--- config.mk ---
export PLATFORM = sky130hd
export DESIGN_NAME = dynamic_priority_process_pick
export DESIGN_NICKNAME = d
export VERILOG_FILES = /design/src/design/dpp_pkg.sv /design/src/design/dynamic_priority_process_pick.sv
export SDC_FILE = /design/constraint.sdc
export NUM_CORES = 1
export LEC_CHECK = 0
export BUFFER_PORTS_ARGS = -buffer_cell sky130_fd_sc_hd__buf_4
export CELL_PAD_IN_SITES_DETAIL_PLACEMENT = 0
export CELL_PAD_IN_SITES_GLOBAL_PLACEMENT = 1
export CORE_UTILIZATION = 51
export DETAILED_ROUTE_END_ITERATION = 16
export GPL_TIMING_DRIVEN = 0
export PLACE_DENSITY_LB_ADDON = 0.1
export SLEW_MARGIN = 40
export SYNTH_ARGS = -nofsm -noshare
export SYNTH_HDL_FRONTEND = slang
export SYNTH_SLANG_ARGS = --single-unit
--- constraint.sdc ---
create_clock -name clk -period 12.7 [get_ports clk]
set_input_delay 1.905 -clock clk [delete_from_list [all_inputs] [get_ports clk]]
set_output_delay 1.905 -clock clk [all_outputs]
set_load 0.02 [all_outputs]
--- src/design/dpp_pkg.sv ---
// shared constants for the dynamic priority process pick
`default_nettype none

package dpp_pkg;

    localparam int SLOT_COUNT_DEFAULT = 64;

    // field widths
    localparam int PRIO_W  = 7;
    localparam int TICK_W  = 16;
    localparam int STAMP_W = 32;
    localparam int OUT_SLOT_W = 6;

    // niceness arithmetic
    localparam int NICE_W    = 4;
    localparam int NUM_W     = TICK_W + 4;
    localparam int DEN_W     = TICK_W + 1;
    localparam int DIV_STEPS = NICE_W;

    localparam logic [NICE_W-1:0] NICE_DEFAULT = NICE_W'(5);
    localparam logic [PRIO_W-1:0] PRIO_OFFSET  = PRIO_W'(5);
    localparam logic [PRIO_W-1:0] PRIO_MAX     = PRIO_W'(100);

endpackage

`default_nettype wire

--- src/design/dynamic_priority_process_pick.sv ---
// Dynamic priority process pick: one process-slot record per item, in slot
// order, with the last record of a round marked. Each record is accepted when
// start is high and busy is low. busy then stays high through the S_DIV
// state, in which a shared compare-and-subtract unit divides sleep*10 by
// run+sleep one quotient bit at a time, and the S_PICK state, which forms the
// clamped dynamic priority and updates the best slot (lowest priority, then
// fewest runs, then earliest creation, then lowest index). A record is taken
// only while the block is idle, so the next record cannot come in before the
// last one is through. On the marked record the result is shown for one cycle
// with done high, in the first cycle with busy low; the receiver cannot stall
// it. found is low and the other fields are zero when no runnable slot was
// seen. Slot indexes wrap at SLOT_COUNT and are reported in six bits.
`default_nettype none

module dynamic_priority_process_pick
    import dpp_pkg::*;
#(
    parameter int SLOT_COUNT = SLOT_COUNT_DEFAULT
)
(
    input  wire logic                  clk,
    input  wire logic                  rst_n,
    input  wire logic                  start,
    output logic                       busy,
    input  wire logic                  runnable,
    input  wire logic [PRIO_W-1:0]     static_priority,
    input  wire logic [TICK_W-1:0]     recent_run,
    input  wire logic [TICK_W-1:0]     recent_sleep,
    input  wire logic [TICK_W-1:0]     run_count,
    input  wire logic [STAMP_W-1:0]    created_at,
    input  wire logic                  scheduled_before,
    input  wire logic                  last_slot,
    output logic                       done,
    output logic                       found,
    output logic [OUT_SLOT_W-1:0]      chosen_slot,
    output logic [PRIO_W-1:0]          chosen_priority
);

    localparam int SLOT_W = (SLOT_COUNT > 1) ? $clog2(SLOT_COUNT) : 1;
    localparam logic [SLOT_W-1:0] SLOT_LAST = SLOT_W'(SLOT_COUNT - 1);
    localparam int STEP_W = $clog2(DIV_STEPS);
    localparam logic [STEP_W-1:0] STEP_TOP = STEP_W'(DIV_STEPS - 1);

    typedef enum logic [1:0] {
        S_IDLE,
        S_DIV,
        S_PICK
    } state_t;

    state_t                 state_reg;
    logic [STEP_W-1:0]      step_reg;
    logic [NUM_W-1:0]       rem_reg;
    logic [DEN_W-1:0]       den_reg;
    logic [NICE_W-1:0]      quot_reg;

    // latched beat
    logic                   runnable_reg;
    logic                   last_reg;
    logic                   eligible_reg;
    logic [PRIO_W-1:0]      stat_reg;
    logic [TICK_W-1:0]      runs_reg;
    logic [STAMP_W-1:0]     created_reg;

    // round state
    logic [SLOT_W-1:0]      slot_reg;
    logic                   best_valid_reg;
    logic [SLOT_W-1:0]      best_slot_reg;
    logic [PRIO_W-1:0]      best_prio_reg;
    logic [TICK_W-1:0]      best_runs_reg;
    logic [STAMP_W-1:0]     best_created_reg;

    // registered result
    logic                   done_reg;
    logic                   found_reg;
    logic [OUT_SLOT_W-1:0]  chosen_slot_reg;
    logic [PRIO_W-1:0]      chosen_prio_reg;

    logic                   accept;
    logic [NUM_W-1:0]       num_in;
    logic [DEN_W-1:0]       den_in;
    logic [NUM_W-1:0]       trial;
    logic                   fits;
    logic [NICE_W-1:0]      nice;
    logic [PRIO_W+1:0]      prio_raw;
    logic [PRIO_W-1:0]      prio;
    logic                   take;
    logic [SLOT_W-1:0]      win_slot;
    logic [PRIO_W-1:0]      win_prio;
    logic [SLOT_W+OUT_SLOT_W-1:0] win_slot_ext;

    assign busy   = (state_reg != S_IDLE);
    assign accept = start && !busy;

    assign num_in = (NUM_W'(recent_sleep) << 3) + (NUM_W'(recent_sleep) << 1);
    assign den_in = DEN_W'(recent_run) + DEN_W'(recent_sleep);

    // shared compare-and-subtract, one quotient bit per cycle
    assign trial = NUM_W'(den_reg) << step_reg;
    assign fits  = (rem_reg >= trial);

    assign nice = eligible_reg ? quot_reg : NICE_DEFAULT;

    always_comb
    begin
        prio_raw = (PRIO_W+2)'(stat_reg) + (PRIO_W+2)'(PRIO_OFFSET) - (PRIO_W+2)'(nice);
        priority if (prio_raw[PRIO_W+1])
            prio = '0;
        else if (prio_raw > (PRIO_W+2)'(PRIO_MAX))
            prio = PRIO_MAX;
        else
            prio = prio_raw[PRIO_W-1:0];
    end

    always_comb
    begin
        take = 1'b0;
        if (runnable_reg)
        begin
            priority if (!best_valid_reg)
                take = 1'b1;
            else if (prio != best_prio_reg)
                take = (prio < best_prio_reg);
            else if (runs_reg != best_runs_reg)
                take = (runs_reg < best_runs_reg);
            else
                take = (created_reg < best_created_reg);
        end
    end

    assign win_slot     = take ? slot_reg : best_slot_reg;
    assign win_prio     = take ? prio : best_prio_reg;
    assign win_slot_ext = (SLOT_W+OUT_SLOT_W)'(win_slot);

    always_ff @(posedge clk or negedge rst_n)
    begin
        if (!rst_n)
        begin
            state_reg        <= S_IDLE;
            step_reg         <= '0;
            slot_reg         <= '0;
            best_valid_reg   <= 1'b0;
            best_slot_reg    <= '0;
            best_prio_reg    <= '0;
            best_runs_reg    <= '0;
            best_created_reg <= '0;
            done_reg         <= 1'b0;
            found_reg        <= 1'b0;
            chosen_slot_reg  <= '0;
            chosen_prio_reg  <= '0;
        end
        else
        begin
            done_reg <= (state_reg == S_PICK) && last_reg;
            unique case (state_reg)
                S_IDLE:
                begin
                    if (accept)
                    begin
                        state_reg <= S_DIV;
                        step_reg  <= STEP_TOP;
                    end
                end
                S_DIV:
                begin
                    if (step_reg == '0)
                        state_reg <= S_PICK;
                    else
                        step_reg <= step_reg - 1'b1;
                end
                S_PICK:
                begin
                    state_reg <= S_IDLE;
                    if (last_reg)
                    begin
                        found_reg        <= best_valid_reg || take;
                        chosen_slot_reg  <= win_slot_ext[OUT_SLOT_W-1:0];
                        chosen_prio_reg  <= win_prio;
                        slot_reg         <= '0;
                        best_valid_reg   <= 1'b0;
                        best_slot_reg    <= '0;
                        best_prio_reg    <= '0;
                        best_runs_reg    <= '0;
                        best_created_reg <= '0;
                    end
                    else
                    begin
                        slot_reg <= (slot_reg == SLOT_LAST) ? '0 : slot_reg + 1'b1;
                        if (take)
                        begin
                            best_valid_reg   <= 1'b1;
                            best_slot_reg    <= slot_reg;
                            best_prio_reg    <= prio;
                            best_runs_reg    <= runs_reg;
                            best_created_reg <= created_reg;
                        end
                    end
                end
                default:
                begin
                    state_reg <= S_IDLE;
                end
            endcase
        end
    end

    // datapath registers
    always_ff @(posedge clk)
    begin
        if (accept)
        begin
            runnable_reg <= runnable;
            last_reg     <= last_slot;
            eligible_reg <= scheduled_before && (run_count != '0) && (den_in != '0);
            stat_reg     <= static_priority;
            runs_reg     <= run_count;
            created_reg  <= created_at;
            rem_reg      <= num_in;
            den_reg      <= den_in;
            quot_reg     <= '0;
        end
        else if (state_reg == S_DIV)
        begin
            if (fits)
            begin
                rem_reg            <= rem_reg - trial;
                quot_reg[step_reg] <= 1'b1;
            end
        end
    end

    assign done            = done_reg;
    assign found           = found_reg;
    assign chosen_slot     = chosen_slot_reg;
    assign chosen_priority = chosen_prio_reg;

    a_done_after_work: assert property (@(posedge clk) disable iff (!rst_n)
        done |-> $past(state_reg == S_PICK))
        else $error("result without a pick cycle");

    a_done_single: assert property (@(posedge clk) disable iff (!rst_n)
        done |=> !done)
        else $error("result strobe longer than one cycle");

    a_accept_busy: assert property (@(posedge clk) disable iff (!rst_n)
        accept |=> busy && (state_reg == S_DIV) && (step_reg == STEP_TOP))
        else $error("accepted beat did not start the divider");

    a_empty_zero: assert property (@(posedge clk) disable iff (!rst_n)
        (done && !found) |-> (chosen_slot == '0) && (chosen_priority == '0))
        else $error("empty round reports nonzero fields");

    a_prio_range: assert property (@(posedge clk) disable iff (!rst_n)
        (state_reg == S_PICK) |-> (prio <= PRIO_MAX) && (quot_reg <= NICE_W'(10) || !eligible_reg))
        else $error("dynamic priority or niceness out of range");

endmodule

`default_nettype wire
==> results.md <==
* Status: finished clean
* Synth Cell Area at 11700 um2
* Number of synthesized flops with an enable pin at 95
* Vias in the first global route at just under 9000
* Detail Route Antenna Nets at 0
* LEAKAGE at 0.00640 uW
* GP Congestion at roughly 0.84
* Maximum root-to-sink buffer count at 2
* H-tree levels at 4
* Power per cell area at 210 nW/um2
* Total CTS buffers at 17
* Top FF cell, synth: edfxtp_1
* Std-Cell Rows at 55
* Most frequent cells in the layout: ha_1, buf_4, inv_1, edfxtp_1, dfrtp_1
* CTS sink count at 186
* Diode count at 0
* Gate Count Post-Synth at between 1000 and 1500
* Synth area leader: edfxtp_1
* Fin Clk Skew at roughly 0.012 ns
* Power Total at 2840 uW
* Clock Tree Root: clkbuf_16
* Total Routing Usage GR at 0.233
* Port Buffers at 108
* Final hold vios at 0
* Core box area at 22600 um2
* Post_cts resized at 0
* Worst slew pin tran at 0.797 ns
* Clock-pin transition on the worst setup and hold timing paths at 0.07 ns
* Sum Neg Setup Slack at 0 ns
* Synth top area share at 0.244
* Global-route wire length before repair at approximately 43000 um
* CP Launch Type: flip-flop
* Die area at ~24000 um2
* Die Y at 153 um
* Die Wd at 153 um
* Final max-slew violation count at 0
* CP Class: reg2reg
* Relative slew slack at 0.466
* CP endpoint kind: flip-flop
* # hold bufs at CTS at 0
* Postcts setup bufs at 0
* Via density at 5.56
* Remaining global-route overflow at 0
* Wirelength per Cell at 16.7 um
* RSZ-0062 raised after global routing: no
* Fill cells at 1968
* Initial Utilization at 0.517
* Initial antenna violation count at 0
* Dpl hpwl at 19600 um
* Largest net degree at the start of global routing at 88
* Detailed Route Iter0 Violations at around 400
* Peak Freq at 0.166 GHz
* I/O Pins at 109
* Drt first pass iters at 5
* Required @ worst endpoint at 12.99 ns
* Yosys cell types at 66
* Layout cells sized above 1 at 0.129
* Max-cap viol count at 0
* Area of the multi-input gates at between 6000 and 7000 um2
* Worst-Skew Late Latency at 0.44 ns
* Layout net count at 1487
* Synth warn at 0
* Mean area per synthesized cell at 10.2 um2
* Leading cell type in the layout, fill and taps excluded: ha_1
* Via count at 8716
* Peak fanout along the critical path at 10
* Top post-synthesis cells by area: edfxtp_1, dfrtp_1, ha_1
* Seq. cell area at 5110 um2
* Post-Syn Nets at 1358
* Final Cycle Share at 0.475
* Worst Hold Class: reg2reg
* Setup violators final at 0
* Seq/Total Area, Yosys at 0.437
* Routed wire length at around 26000 um
* Share of flip-flops with an asynchronous set or reset at 0.468
* Max VDD drop at 102 uV
* Final Critical Period at 6.03 ns
* Seq cells post-synth at 186
* CTS tree: yes
* P&R area growth vs syn at 15.6%
* Crit path DAT at about 6.3 ns
* Min Hold Slack at 0.478 ns
* DRC Markers at 0
-- cells by family after synthesis --
kind of cell	count (synthesis)	synth area share
compound gates	313	0.167
flops	186	0.437
fa+ha+maj	125	0.136
simple gates	249	0.107
mux	77	0.0709
xor+xnor	44	0.0330
buf+inv	146	0.0481
-- cells in the mapped netlist, types with 4 or more instances --
master and number:
dfxtp_1 4, a211oi_1 16, o211ai_1 5, o21bai_1 12, clkbuf_1 32, a21oi_1 75
nor2_1 50, nand2_1 71, and2_1 6, mux2_2 6, edfxtp_1 95, ha_1 121
a22o_1 12, a21o_1 21, a31oi_1 13, nand3_1 22, fa_1 4, or2_2 5
dfrtp_1 87, mux4_2 4, o21ai_0 72, o22ai_1 50, nand3b_1 7, o21a_1 5
nand2b_1 16, nor3_1 16, nand4_1 5, inv_1 109, xnor2_1 27, or3_1 9
nor2b_1 16, mux2i_1 67, and3_1 8, nor4_1 6, xor2_1 17
-- stage by stage --
step	utilization	std cells	setup slack, ns	cell area [um2]
final	0.598	1567	6.67	13500
after global routing	0.598	1567	6.05	13500
after CTS	0.598	1567	6.59	13500
after detailed placement	0.572	1535	6.62	12900
after global placement	0.569	1533	5.68	12800
after floorplan	-	1140	7.40	11700
-- cell type report --
class	count	area share
inverters	109	0.0303
plain buffers	37	0.0116
repair buffers	110	0.0640
clock buffers	19	0.0321
well taps	285	0.0264
multi-input cells	808	0.445
clock inverters	13	0.0122
flip-flops and latches	186	0.378
-- power by group --
part,switching [uW],internal [uW],leakage [uW],total (uW)
Clock,240,312,0.000282,552
Sequential,75.2,847,0.00186,922
Combinational,787,580,0.00426,1370
-- path summary, 6_finish.rpt --
| kind | start | to | slack, ns | depth (start not counted) |
|---|---|---|---|---|
| worst max-delay path | eligible_reg | best_created_reg[25] | 6.67 | 21 |
| worst min-delay path | chosen_priority[2] | chosen_priority[2] | 0.48 | 2 |
| worst max register to register | eligible_reg | best_created_reg[25] | 6.67 | 21 |
| worst min register to register | chosen_priority[2] | chosen_priority[2] | 0.48 | 2 |
| max in group asynchronous | rst_n | chosen_priority[4] | 10.66 | 1 |
| min in group asynchronous | rst_n | best_created_reg[10] | 1.51 | 1 |
-- critical path: stages, from the launching register on --
cell      delay (ns)
edfxtp_1        0.43
and2_1          0.18
ha_1            0.26
inv_1           0.04
ha_1            0.23
fa_1            0.48
a21o_1          0.22
a21oi_1         0.29
nor3_1          0.09
a31o_2          0.24
nand3b_1        0.17
a211oi_1        0.48
ha_1            0.21
and4_1          0.17
nand4_1         0.24
a31oi_1         0.67
o211ai_1        0.32
nand3_1         0.19
buf_2           0.32
buf_4           0.29
mux2i_1         0.22
o22ai_1         0.11
-- layer usage --
layer | wire [um] | GRT usage | vias to the layer above
li1 | - | - | 4440
met4 | 510 | 0.0719 | 0
met5 | 0 | 0 | -
met1 | 11700 | 0.283 | 4101
met2 | 13300 | 0.421 | 144
met3 | 651 | 0.0377 | 31
Note: power is estimated with default switching activity, not from simulation.
